==> src/rtl/hrl_pkg.sv <==
// shared types and constants for the hex record loader
`default_nettype none
package hrl_pkg;

    localparam int BUFFER_BYTES_DEF = 32;

    typedef enum logic [2:0] {
        KIND_DATA      = 3'd0,
        KIND_END       = 3'd1,
        KIND_BAD_DIGIT = 3'd2,
        KIND_BAD_COUNT = 3'd3,
        KIND_BAD_SUM   = 3'd4
    } kind_t;

    typedef enum logic [2:0] {
        FLD_COUNT,
        FLD_ADDR,
        FLD_TYPE,
        FLD_DATA,
        FLD_CHECK
    } field_t;

    typedef struct packed {
        logic   start_rec;
        logic   take_digit;
        field_t fld;
        logic   emit_start;
        logic   emit_next;
        logic   load;
        kind_t  kind;
    } hrl_cmd_t;

    typedef struct packed {
        logic is_colon;
        logic hex_ok;
        logic nib_half;
        logic addr_second;
        logic count_too_big;
        logic count_zero;
        logic type_nonzero;
        logic data_last;
        logic sum_zero_next;
        logic emit_last;
        logic out_free;
    } hrl_status_t;

endpackage
`default_nettype wire

==> src/rtl/hrl_if.sv <==
// stream interfaces for characters in and results out
`default_nettype none
interface hrl_char_if;
    logic       valid;
    logic       ready;
    logic [7:0] char_code;

    modport source (output valid, output char_code, input ready);
    modport sink (input valid, input char_code, output ready);
endinterface

interface hrl_result_if;
    logic        valid;
    logic        ready;
    logic [2:0]  kind;
    logic [15:0] address;
    logic [7:0]  data_byte;
    logic [15:0] high_address;
    logic        last;

    modport source (output valid, output kind, output address, output data_byte,
                    output high_address, output last, input ready);
    modport sink (input valid, input kind, input address, input data_byte,
                  input high_address, input last, output ready);
endinterface
`default_nettype wire

==> src/rtl/hrl_datapath.sv <==
// record datapath: digit decode, fields, checksum, data buffer, output register
`default_nettype none
module hrl_datapath #(
    parameter int BUFFER_BYTES = hrl_pkg::BUFFER_BYTES_DEF
) (
    input  wire logic               clk,
    input  wire logic               rst_n,
    input  wire logic [7:0]         char_code,
    input  wire hrl_pkg::hrl_cmd_t  cmd,
    output hrl_pkg::hrl_status_t    st,
    input  wire logic               out_ready,
    output logic                    out_valid,
    output logic [2:0]              out_kind,
    output logic [15:0]             out_address,
    output logic [7:0]              out_data_byte,
    output logic [15:0]             out_high_address,
    output logic                    out_last
);
    import hrl_pkg::*;

    localparam int FI_W = $clog2(BUFFER_BYTES + 1);
    localparam int AW   = (BUFFER_BYTES > 1) ? $clog2(BUFFER_BYTES) : 1;
    localparam logic [7:0]  COLON     = 8'h3a;
    localparam logic [15:0] ADDR_ONES = 16'hffff;
    localparam logic [15:0] ADDR_ZERO = 16'h0000;

    logic            nib_half_reg;
    logic [3:0]      high_nibble_reg;
    logic [7:0]      byte_count_reg;
    logic [FI_W-1:0] field_index_reg;
    logic [15:0]     record_address_reg;
    logic            type_nonzero_reg;
    logic [7:0]      running_sum_reg;
    logic [15:0]     lowest_address_reg;
    logic [15:0]     highest_address_reg;
    logic [FI_W-1:0] emit_idx_reg;
    logic [7:0]      rd_data_reg;
    logic [7:0]      data_mem [BUFFER_BYTES];

    logic            out_valid_reg;
    logic [2:0]      out_kind_reg;
    logic [15:0]     out_address_reg;
    logic [7:0]      out_data_reg;
    logic [15:0]     out_high_reg;
    logic            out_last_reg;

    logic [3:0]      nib_val;
    logic            hex_ok;
    logic [7:0]      byte_val;
    logic [7:0]      sum_next;
    logic            byte_done;
    logic            wr_en;
    logic [15:0]     record_end;

    always_comb
    begin
        hex_ok  = 1'b1;
        nib_val = 4'd0;
        if (char_code inside {[8'h30:8'h39]})
        begin
            nib_val = 4'(char_code - 8'h30);
        end
        else if (char_code inside {[8'h41:8'h46]})
        begin
            nib_val = 4'(char_code - 8'h37);
        end
        else if (char_code inside {[8'h61:8'h66]})
        begin
            nib_val = 4'(char_code - 8'h57);
        end
        else
        begin
            hex_ok = 1'b0;
        end
    end

    assign byte_val   = {high_nibble_reg, nib_val};
    assign sum_next   = running_sum_reg + byte_val;
    assign byte_done  = cmd.take_digit && nib_half_reg;
    assign wr_en      = byte_done && (cmd.fld == FLD_DATA);
    assign record_end = record_address_reg + {8'd0, byte_count_reg};

    always_comb
    begin
        st.is_colon      = (char_code == COLON);
        st.hex_ok        = hex_ok;
        st.nib_half      = nib_half_reg;
        st.addr_second   = field_index_reg[0];
        st.count_too_big = (byte_count_reg > 8'(BUFFER_BYTES));
        st.count_zero    = (byte_count_reg == 8'd0);
        st.type_nonzero  = type_nonzero_reg;
        st.data_last     = ({1'b0, 8'(field_index_reg)} + 9'd1) >= {1'b0, byte_count_reg};
        st.sum_zero_next = (sum_next == 8'd0);
        st.emit_last     = (8'(emit_idx_reg) + 8'd1) == byte_count_reg;
        st.out_free      = !out_valid_reg || out_ready;
    end

    always_ff @(posedge clk or negedge rst_n)
    begin
        if (!rst_n)
        begin
            nib_half_reg        <= 1'b0;
            high_nibble_reg     <= 4'd0;
            byte_count_reg      <= 8'd0;
            field_index_reg     <= '0;
            record_address_reg  <= ADDR_ZERO;
            type_nonzero_reg    <= 1'b0;
            running_sum_reg     <= 8'd0;
            lowest_address_reg  <= ADDR_ONES;
            highest_address_reg <= ADDR_ZERO;
            emit_idx_reg        <= '0;
        end
        else
        begin
            if (cmd.start_rec)
            begin
                nib_half_reg    <= 1'b0;
                field_index_reg <= '0;
                running_sum_reg <= 8'd0;
            end
            else if (cmd.take_digit)
            begin
                if (!nib_half_reg)
                begin
                    high_nibble_reg <= nib_val;
                    nib_half_reg    <= 1'b1;
                end
                else
                begin
                    nib_half_reg    <= 1'b0;
                    running_sum_reg <= sum_next;
                    case (cmd.fld)
                        FLD_COUNT:
                        begin
                            byte_count_reg  <= byte_val;
                            field_index_reg <= '0;
                        end
                        FLD_ADDR:
                        begin
                            record_address_reg <= {record_address_reg[7:0], byte_val};
                            field_index_reg    <= field_index_reg[0] ? '0 : FI_W'(1);
                        end
                        FLD_TYPE:
                        begin
                            type_nonzero_reg <= (byte_val != 8'd0);
                            field_index_reg  <= '0;
                        end
                        FLD_DATA:
                        begin
                            field_index_reg <= field_index_reg + FI_W'(1);
                        end
                        default:
                        begin
                        end
                    endcase
                end
            end
            if (cmd.emit_start)
            begin
                emit_idx_reg <= '0;
                if (record_address_reg < lowest_address_reg)
                begin
                    lowest_address_reg <= record_address_reg;
                end
                if (record_end > highest_address_reg)
                begin
                    highest_address_reg <= record_end;
                end
            end
            else if (cmd.emit_next)
            begin
                emit_idx_reg <= emit_idx_reg + FI_W'(1);
            end
        end
    end

    always_ff @(posedge clk)
    begin
        if (wr_en)
        begin
            data_mem[field_index_reg[AW-1:0]] <= byte_val;
        end
        rd_data_reg <= data_mem[emit_idx_reg[AW-1:0]];
    end

    always_ff @(posedge clk or negedge rst_n)
    begin
        if (!rst_n)
        begin
            out_valid_reg <= 1'b0;
        end
        else if (cmd.load)
        begin
            out_valid_reg <= 1'b1;
        end
        else if (out_ready)
        begin
            out_valid_reg <= 1'b0;
        end
    end

    always_ff @(posedge clk)
    begin
        if (cmd.load)
        begin
            out_kind_reg <= cmd.kind;
            case (cmd.kind)
                KIND_DATA:
                begin
                    out_address_reg <= record_address_reg + 16'(emit_idx_reg);
                    out_data_reg    <= rd_data_reg;
                    out_high_reg    <= ADDR_ZERO;
                    out_last_reg    <= st.emit_last;
                end
                KIND_END:
                begin
                    out_address_reg <= lowest_address_reg;
                    out_data_reg    <= 8'd0;
                    out_high_reg    <= highest_address_reg;
                    out_last_reg    <= 1'b1;
                end
                default:
                begin
                    out_address_reg <= ADDR_ZERO;
                    out_data_reg    <= 8'd0;
                    out_high_reg    <= ADDR_ZERO;
                    out_last_reg    <= 1'b1;
                end
            endcase
        end
    end

    assign out_valid        = out_valid_reg;
    assign out_kind         = out_kind_reg;
    assign out_address      = out_address_reg;
    assign out_data_byte    = out_data_reg;
    assign out_high_address = out_high_reg;
    assign out_last         = out_last_reg;

endmodule
`default_nettype wire

==> src/rtl/hrl_controller.sv <==
// record parsing and result sequencing state machine
`default_nettype none
module hrl_controller (
    input  wire logic                 clk,
    input  wire logic                 rst_n,
    input  wire logic                 in_valid,
    output logic                      in_ready,
    input  wire hrl_pkg::hrl_status_t st,
    output hrl_pkg::hrl_cmd_t         cmd
);
    import hrl_pkg::*;

    typedef enum logic [3:0] {
        S_HUNT,
        S_COUNT,
        S_ADDR,
        S_TYPE,
        S_DATA,
        S_CHECK,
        S_READ,
        S_SHOW,
        S_HALT
    } state_t;

    state_t state_reg;
    state_t state_next;
    logic   in_fire;

    always_comb
    begin
        case (state_reg)
            S_READ, S_SHOW: in_ready = 1'b0;
            default:        in_ready = st.out_free;
        endcase
    end

    assign in_fire = in_valid && in_ready;

    always_comb
    begin
        state_next     = state_reg;
        cmd            = '0;
        cmd.fld        = FLD_COUNT;
        cmd.kind       = KIND_DATA;
        case (state_reg)
            S_HUNT:
            begin
                if (in_fire && st.is_colon)
                begin
                    cmd.start_rec = 1'b1;
                    state_next    = S_COUNT;
                end
            end
            S_COUNT, S_ADDR, S_TYPE, S_DATA, S_CHECK:
            begin
                case (state_reg)
                    S_COUNT: cmd.fld = FLD_COUNT;
                    S_ADDR:  cmd.fld = FLD_ADDR;
                    S_TYPE:  cmd.fld = FLD_TYPE;
                    S_DATA:  cmd.fld = FLD_DATA;
                    default: cmd.fld = FLD_CHECK;
                endcase
                if (in_fire)
                begin
                    if (!st.hex_ok)
                    begin
                        cmd.load   = 1'b1;
                        cmd.kind   = KIND_BAD_DIGIT;
                        state_next = S_HALT;
                    end
                    else
                    begin
                        cmd.take_digit = 1'b1;
                        if (st.nib_half)
                        begin
                            case (state_reg)
                                S_COUNT: state_next = S_ADDR;
                                S_ADDR:
                                begin
                                    if (st.addr_second)
                                    begin
                                        state_next = S_TYPE;
                                    end
                                end
                                S_TYPE:
                                begin
                                    if (st.count_too_big)
                                    begin
                                        cmd.load   = 1'b1;
                                        cmd.kind   = KIND_BAD_COUNT;
                                        state_next = S_HALT;
                                    end
                                    else
                                    begin
                                        state_next = st.count_zero ? S_CHECK : S_DATA;
                                    end
                                end
                                S_DATA:
                                begin
                                    if (st.data_last)
                                    begin
                                        state_next = S_CHECK;
                                    end
                                end
                                default:
                                begin
                                    if (!st.sum_zero_next)
                                    begin
                                        cmd.load   = 1'b1;
                                        cmd.kind   = KIND_BAD_SUM;
                                        state_next = S_HALT;
                                    end
                                    else if (st.type_nonzero || st.count_zero)
                                    begin
                                        cmd.load   = 1'b1;
                                        cmd.kind   = KIND_END;
                                        state_next = S_HALT;
                                    end
                                    else
                                    begin
                                        cmd.emit_start = 1'b1;
                                        state_next     = S_READ;
                                    end
                                end
                            endcase
                        end
                    end
                end
            end
            S_READ:
            begin
                state_next = S_SHOW;
            end
            S_SHOW:
            begin
                if (st.out_free)
                begin
                    cmd.load = 1'b1;
                    cmd.kind = KIND_DATA;
                    if (st.emit_last)
                    begin
                        state_next = S_HUNT;
                    end
                    else
                    begin
                        cmd.emit_next = 1'b1;
                        state_next    = S_READ;
                    end
                end
            end
            default:
            begin
                state_next = S_HALT;
            end
        endcase
    end

    always_ff @(posedge clk or negedge rst_n)
    begin
        if (!rst_n)
        begin
            state_reg <= S_HUNT;
        end
        else
        begin
            state_reg <= state_next;
        end
    end

endmodule
`default_nettype wire

==> src/rtl/hex_record_loader_core.sv <==
// top level of the hex record loader
// Parses hex records one character per transaction: text outside a record is
// skipped until ':', then count, address, type, data and checksum are read as
// hex pairs. While a record is being read the block takes one character every
// cycle, as long as the result register is free. After a good data record it
// accepts no character while it replays the buffered bytes: each byte passes
// through the buffer memory read register, then the result register, and the
// replay waits whenever the result side stalls. An end record or any error
// gives one result and halts the block until reset; characters are then still
// taken and dropped.
`default_nettype none
module hex_record_loader_core #(
    parameter int BUFFER_BYTES = hrl_pkg::BUFFER_BYTES_DEF
) (
    input  wire logic  clk,
    input  wire logic  rst_n,
    hrl_char_if.sink   text,
    hrl_result_if.source result
);
    import hrl_pkg::*;

    hrl_cmd_t    cmd;
    hrl_status_t st;

    hrl_controller u_ctrl (
        .clk      (clk),
        .rst_n    (rst_n),
        .in_valid (text.valid),
        .in_ready (text.ready),
        .st       (st),
        .cmd      (cmd)
    );

    hrl_datapath #(
        .BUFFER_BYTES (BUFFER_BYTES)
    ) u_dp (
        .clk              (clk),
        .rst_n            (rst_n),
        .char_code        (text.char_code),
        .cmd              (cmd),
        .st               (st),
        .out_ready        (result.ready),
        .out_valid        (result.valid),
        .out_kind         (result.kind),
        .out_address      (result.address),
        .out_data_byte    (result.data_byte),
        .out_high_address (result.high_address),
        .out_last         (result.last)
    );

endmodule
`default_nettype wire

==> src/flat_wrapper.sv <==
// flat-port wrapper written by rule: the top's interface ports become plain ports
module hex_record_loader_core_flat import hrl_pkg::*;
#(
    parameter int BUFFER_BYTES = hrl_pkg::BUFFER_BYTES_DEF
)
  (clk, rst_n, text_valid, text_char_code, text_ready, result_valid, result_kind, result_address, result_data_byte, result_high_address, result_last, result_ready);
  hrl_char_if text_i ();
  hrl_result_if result_i ();
  input  wire logic clk;
  input  wire logic rst_n;
  input wire logic [$bits(text_i.valid)-1:0] text_valid;
  input wire logic [$bits(text_i.char_code)-1:0] text_char_code;
  output wire logic [$bits(text_i.ready)-1:0] text_ready;
  output wire logic [$bits(result_i.valid)-1:0] result_valid;
  output wire logic [$bits(result_i.kind)-1:0] result_kind;
  output wire logic [$bits(result_i.address)-1:0] result_address;
  output wire logic [$bits(result_i.data_byte)-1:0] result_data_byte;
  output wire logic [$bits(result_i.high_address)-1:0] result_high_address;
  output wire logic [$bits(result_i.last)-1:0] result_last;
  input wire logic [$bits(result_i.ready)-1:0] result_ready;
  assign text_i.valid = text_valid;
  assign text_i.char_code = text_char_code;
  assign text_ready = text_i.ready;
  assign result_valid = result_i.valid;
  assign result_kind = result_i.kind;
  assign result_address = result_i.address;
  assign result_data_byte = result_i.data_byte;
  assign result_high_address = result_i.high_address;
  assign result_last = result_i.last;
  assign result_i.ready = result_ready;
  hex_record_loader_core #(.BUFFER_BYTES(BUFFER_BYTES)) u_core (.clk(clk), .rst_n(rst_n), .text(text_i), .result(result_i));
endmodule
==> config.mk <==
export PLATFORM = sky130hd
export DESIGN_NAME = hex_record_loader_core_flat
export DESIGN_NICKNAME = d
export VERILOG_FILES = /design/src/rtl/hrl_pkg.sv /design/src/rtl/hrl_if.sv /design/src/rtl/hrl_datapath.sv /design/src/rtl/hrl_controller.sv /design/src/rtl/hex_record_loader_core.sv /design/src/flat_wrapper.sv
export SDC_FILE = /design/constraint.sdc
export NUM_CORES = 1
export LEC_CHECK = 0
export BUFFER_PORTS_ARGS = -buffer_cell sky130_fd_sc_hd__buf_2
export CAP_MARGIN = 20
export CELL_PAD_IN_SITES_DETAIL_PLACEMENT = 0
export CELL_PAD_IN_SITES_GLOBAL_PLACEMENT = 1
export CORE_MARGIN = 2
export CORE_UTILIZATION = 45
export CTS_CLUSTER_DIAMETER = 60
export DETAILED_ROUTE_END_ITERATION = 12
export PLACE_DENSITY = 0.68
export SLEW_MARGIN = 20
export SYNTH_ARGS = -nofsm -noshare
export SYNTH_HDL_FRONTEND = slang
export SYNTH_SLANG_ARGS = --single-unit
==> constraint.sdc <==
create_clock -name clk -period 10 [get_ports clk]
set_input_delay 1.5 -clock clk [delete_from_list [all_inputs] [get_ports clk]]
set_output_delay 1.5 -clock clk [all_outputs]
set_load 0.1 [all_outputs]
## Word level (Yosys, flattened, before mapping)

Memories as Yosys holds them, arrays and structs flattened. A register that Yosys moved wholly into a read port is not among the register bits.
Index checks and enable logic that the tools add are counted.
Widths: inputs -> output; s select.

- Add/sub/neg operators: 10
- Eq/ne operators: 19
- Bitwise gates (word level): 2
- $mul: 0
- Reductions and logical operators: 35
- Div/mod/pow operators: 0
- Muxes and demuxes: 62
- $lt $le $gt $ge: 10
- Shifts and indexed selects: 0

Operators with widths:

| cell | number |
|---|---|
| $mux 4 | 19 |
| $pmux 16 s2 | 1 |
| $pmux 4 s4 | 2 |
| $mux 6 | 5 |
| $mux 1 | 25 |
| $mux 8 | 3 |
| $pmux 6 s3 | 1 |
| $add 16x6->16 | 1 |
| $add 16x8->16 | 1 |
| $eq 4x3->1 const B | 4 |
| $ge 8x7->1 const B | 2 |
| $gt 16x16->1 | 1 |
| $le 8x7->1 const B | 2 |
| $logic_not 8->1 | 2 |
| $lt 16x16->1 | 1 |
| $pmux 4 s2 | 2 |
| $add 6x1->7 const B | 2 |
| $add 6x1->6 const B | 2 |
| $pmux 3 s4 | 1 |
| $reduce_and 4->1 | 3 |
| $mux 5 | 2 |
| $add 8x8->8 | 1 |
| $eq 4x2->1 const B | 2 |
| $eq 7x8->1 | 1 |
| 31 further kinds | 52 |

- Memory bits (writable): 256
- Memory bits (read-only): 0
- Register bits after elaboration: 131
- Word-level logic and storage cells: 156
- Memories kept: 1
- Latch bits: 0
- Output and inout port bits: 46
- Input port bits: 12

Memories:

| name | depth | width | read ports | clocked after memory_dff | write ports | line | RTL |
|---|---|---|---|---|---|---|---|
| u_core.u_dp.data_mem | 32 | 8 | 1 | 1 | 1 | hrl_datapath.sv:38 | `logic [7:0] data_mem [BUFFER_BYTES];` |

## Longest topological paths before layout

- Depth after elaboration: 19
- Gate-level depth with buffers: 19
- Depth with buffers taken out: 18

## Modules after synthesis

A second synthesis with hierarchy kept.

- Cell total of the unflattened synthesis: 1,200
- Area total of the unflattened synthesis: 18,257.5 um^2

Modules (own cells, without submodules):

| module | seq. area each (um^2) | cells each | area an instance (um^2) | times used |
|---|---|---|---|---|
| hrl_datapath | 11,265.8 | 1,120 | 17,606.9 | 1 |
| hrl_controller | 100.1 | 80 | 650.6 | 1 |

## Least setup slack after synthesis

OpenSTA, ideal clock, no wires.

- Kind: input -> register
- Start: in text_char_code[7]
- End: reg u_core.u_dp.out_address_reg[0], in the netlist u_core.u_dp.out_address[0], enable pin
- Cell stages on the path: 12
- Arrival: 7.420 ns
- Buffers on the path: 1
- Data required time: 9.591 ns
- Library setup time: 0.409 ns
- Slack: 2.171 ns
- Cells stage by stage: or4b_1 -> a211o_1 -> o31ai_1 -> ha_1 -> o21ai_0 -> nor2_1 -> o21ai_0 -> xnor2_1 -> o31ai_1 -> nand2_1 -> clkbuf_1 -> nand3_1

RTL lines:

| what | line | RTL |
|---|---|---|
| start: declaration | flat_wrapper.sv:12 | `input wire logic [$bits(text_i.char_code)-1:0] text_char_code;` |
| end signal: assignment | hrl_datapath.sv:210 | `out_address_reg <= record_address_reg + 16'(emit_idx_reg);` |
| end signal: assignment | hrl_datapath.sv:217 | `out_address_reg <= lowest_address_reg;` |
| end: declaration | hrl_datapath.sv:42 | `logic [15:0] out_address_reg;` |

==> impl_metrics.prom <==
# TYPE chip_impl_metric gauge
chip_impl_info{name="run_status",value="complete, no violations"} 1
chip_impl_metric{name="syn_nets",unit=""} 1300
chip_impl_metric{name="netlist_instances",unit=""} 1217
chip_impl_metric{name="time_the_final_worst_path_needs_with_i_o_delays_and_setup",unit="ns"} 7.11
chip_impl_metric{name="achievable-frequency",unit="GHz"} 0.141
chip_impl_metric{name="finalNetCount",unit=""} 1369
chip_impl_info{name="cts_root_buffer",value="clkbuf_16"} 1
chip_impl_metric{name="power",unit="mW"} 4.22
chip_impl_metric{name="post_detailed_routing_wire_length",unit="um"} 39200
chip_impl_info{name="layout.cells.most_common",value="edfxtp_1"} 1
chip_impl_metric{name="place.gp.congestion",unit=""} 0.813
chip_impl_metric{name="synth_warnings",unit=""} 0
chip_impl_info{name="worstHoldStart",value="u_core.u_dp.highest_address_reg[14]"} 1
chip_impl_metric{name="ys_types",unit=""} 67
chip_impl_metric{name="synth-seq-area-share",unit=""} 0.627
chip_impl_metric{name="max_cap_viol_count",unit=""} 0
chip_impl_info{name="critical_path.endpoint_type",value="flip-flop"} 1
chip_impl_metric{name="avgSynthCellArea",unit="um^2"} 14.9
chip_impl_metric{name="share_of_flip_flops_with_an_asynchronous_set_or_reset_after_synthesis",unit=""} 0.220
chip_impl_metric{name="grt_pass1_vias",unit=""} 10400
chip_impl_metric{name="start_util",unit=""} 0.456
chip_impl_metric{name="std_cell_rows",unit=""} 73
chip_impl_metric{name="grt_overflow",unit=""} 0
chip_impl_metric{name="timing.slew.headroom",unit=""} 0.282
chip_impl_metric{name="core_region_area",unit="um^2"} 39700
chip_impl_metric{name="clock_insertion_delay_worst_skew",unit="ns"} 0.58
chip_impl_metric{name="numCtsBuffers",unit=""} 44
chip_impl_metric{name="die_area",unit="um^2"} 41900
chip_impl_metric{name="setup_viol",unit=""} 0
chip_impl_metric{name="synth-xor-area-share",unit=""} 0.0232
chip_impl_metric{name="post_synth_fa_ha_maj_area_fraction",unit=""} 0.0502
chip_impl_metric{name="synth.ff_latch_count",unit=""} 395
chip_impl_info{name="dominantRegCellSynth",value="edfxtp_1"} 1
chip_impl_metric{name="overall_via_count_from_detail_route",unit=""} 10200
chip_impl_metric{name="worst_ep_required_time",unit="ns"} 10.23
chip_impl_metric{name="drtPass1Iterations",unit=""} 5
chip_impl_metric{name="cts_sinks",unit=""} 395
chip_impl_metric{name="final_max_slew_viol_count",unit=""} 0
chip_impl_metric{name="yosys.area_share.simple",unit=""} 0.0740
chip_impl_metric{name="clock_path_buffers",unit=""} 3
chip_impl_info{name="worst_setup_path_startpoint",value="text_char_code[6]"} 1
chip_impl_metric{name="portBuffers",unit=""} 57
chip_impl_metric{name="power_per_cell_area",unit="nW/um^2"} 206
chip_impl_metric{name="clkSlewWorstSetupHoldPaths",unit="ns"} 0.06
chip_impl_metric{name="chipWidth",unit="um"} 205
chip_impl_metric{name="hpwlAfterDp",unit="um"} 25900
chip_impl_metric{name="timing.setup.tns",unit="ns"} 0
chip_impl_info{name="grt_setup_unrepaired",value="false"} 1
chip_impl_metric{name="utilization",unit=""} 0.515
chip_impl_metric{name="cts_post_setup_buffers_inserted",unit=""} 0
chip_impl_metric{name="hold_viol",unit=""} 0
chip_impl_metric{name="yosys-mux-area-fraction",unit=""} 0.135
chip_impl_metric{name="grt_antenna_before_repair",unit=""} 0
chip_impl_metric{name="post_drt_via_cell_ratio",unit=""} 5.55
chip_impl_metric{name="tightestPinTransition",unit="ns"} 1.07
chip_impl_metric{name="boundaryPins",unit=""} 58
chip_impl_metric{name="die_y",unit="um"} 205
chip_impl_metric{name="largest_reg_flops",unit=""} 256
chip_impl_info{name="synth_top_family_by_area",value="multiplexers"} 1
chip_impl_metric{name="post_route_clock_period_utilization",unit=""} 0.711
chip_impl_metric{name="power.leakage",unit="nW"} 7.17
chip_impl_info{name="hold_path.class",value="flip-flop to flip-flop"} 1
chip_impl_metric{name="ant_nets",unit=""} 0
chip_impl_metric{name="clock_tree.htree_level_count",unit=""} 2
chip_impl_metric{name="dr.first_iter.drc_count",unit=""} 629
chip_impl_metric{name="post_synth_instance_area",unit="um^2"} 18100
chip_impl_metric{name="post-route-drc-count",unit=""} 0
chip_impl_info{name="worst-setup-path-type",value="input port to flip-flop"} 1
chip_impl_metric{name="worst_ep_arrival",unit="ns"} 7.34
chip_impl_metric{name="grt_start_max_net_pins",unit=""} 69
chip_impl_metric{name="globalRouteTotalUtil",unit=""} 0.194
chip_impl_metric{name="grt_first_pass_wirelength",unit="um"} 61100
chip_impl_metric{name="number_of_flops_mapped_to_enable_cells_by_yosys",unit=""} 300
chip_impl_metric{name="path_max_fanout",unit=""} 33
chip_impl_info{name="tritoncts",value="yes"} 1
chip_impl_metric{name="antenna_cells_inserted",unit=""} 0
chip_impl_metric{name="cts_hold_buf",unit=""} 0
chip_impl_metric{name="synth-compound-area-share",unit=""} 0.0664
chip_impl_info{name="setup.worst_path.start_class",value="input port"} 1
chip_impl_metric{name="post_drt_wl_per_cell",unit="um"} 21.2
chip_impl_metric{name="cts_repair_resize_count",unit=""} 0
chip_impl_metric{name="final_layout_size_suffix_gt1_frac",unit=""} 0.233
chip_impl_info{name="mostFrequentLayoutCells",value="300 x edfxtp_1, 90 x nor2_1, 80 x mux4_2"} 1
chip_impl_metric{name="irDropWorstVdd",unit="mV"} 0.184
chip_impl_metric{name="syn_to_final_growth",unit="%"} 12.9
chip_impl_info{name="crit-reg2reg-launch",value="u_core.u_dp.high_nibble_reg[0]"} 1
chip_impl_metric{name="worst_clock_skew",unit="ns"} 0.0256
[logic make-up (layout without fill, tap and decap cells)]
family                     after synthesis  in the layout
DFF                                    395            395
AOI/OAI and AO/OA                      186            186
and+or+nand+nor                        274            274
muxes                                  134            134
adders and majority gates               71             71
xor gates and xnor gates                48             48
buffers and inverters                  109            214
[where the power goes]
| part | internal, mW | total (mW) | switching, mW |
|---|---|---|---|
| clock | 0.925 | 1.59 | 0.667 |
| sequential | 1.89 | 1.95 | 0.0608 |
| combinational | 0.268 | 0.680 | 0.412 |
| total | 3.08 | 4.22 | 1.14 |
[critical path, cell delays in order]
cell	delay, ns
buf_2	0.10
or4bb_1	0.54
a21oi_1	0.32
nand2_1	0.08
a21boi_0	0.14
buf_4	0.19
inv_1	0.66
ha_1	0.32
inv_1	0.06
fa_1	0.39
nand2b_1	0.16
a21oi_1	0.19
xnor2_1	0.17
nand4_1	0.34
o31ai_2	0.29
buf_4	0.25
nand2_1	0.58
nand3_2	0.59
buf_4	0.44
[worst paths after layout]
path / cells past startpoint / end / slack (ns)
setup / recovery: 19 / u_core.u_dp.out_data_byte[6] / 2.89
hold / removal: 1 / u_core.u_dp.highest_address_reg[14] / 0.50
setup reg to reg: 11 / u_core.u_dp.out_data_byte[6] / 5.26
hold reg to reg: 1 / u_core.u_dp.highest_address_reg[14] / 0.50
max in group asynchronous: 2 / u_core.u_dp.record_address_reg[3] / 8.01
min in group asynchronous: 1 / u_core.u_dp.highest_address_reg[4] / 0.93
[Yosys cell counts (all sizes together), types with 13 or more instances]
master / number / share of area
mux4: 80 / 0.099
nand2: 46 / 0.0095
dfrtp: 71 / 0.098
xor2: 23 / 0.011
ha: 68 / 0.047
dfstp: 16 / 0.023
edfxtp: 300 / 0.50
nand3: 31 / 0.0086
and3: 14 / 0.0048
nor3: 28 / 0.0077
mux2: 52 / 0.034
xnor2: 25 / 0.012
a21oi: 46 / 0.013
a21o: 13 / 0.0054
nor2: 90 / 0.019
a211oi: 26 / 0.011
clkbuf: 40 / 0.0083
inv: 57 / 0.012
o21ai: 45 / 0.012
[layer usage]
layer  share of wire  track usage  wire, um
met5               0            0         0
met1            0.44        0.263     17300
met2            0.49        0.316     19000
met3           0.053       0.0380      2090
met4           0.020       0.0587       781
[through the flow]
step	hold slack (ns)	area, um^2	instances	worst slack (ns)
finish	0.504	20500	1847	2.89
global route	0.516	20500	1847	2.28
CTS	0.507	20500	1847	2.82
detailed placement	0.495	19000	1765	2.24
global placement	0.489	19000	1765	2.49
floorplan	0.473	18100	1217	2.17
[final cells by class]
type	count	area [um^2]
Clock inverter	26	259
Sequential cell	395	11400
Timing Repair Buffer	75	423
Fill cell	3351	19300
Multi-Input combinational cell	713	6360
Clock buffer	56	1180
Inverter	57	214
Tap cell	525	657
Note: power is estimated with default switching activity, not from simulation.
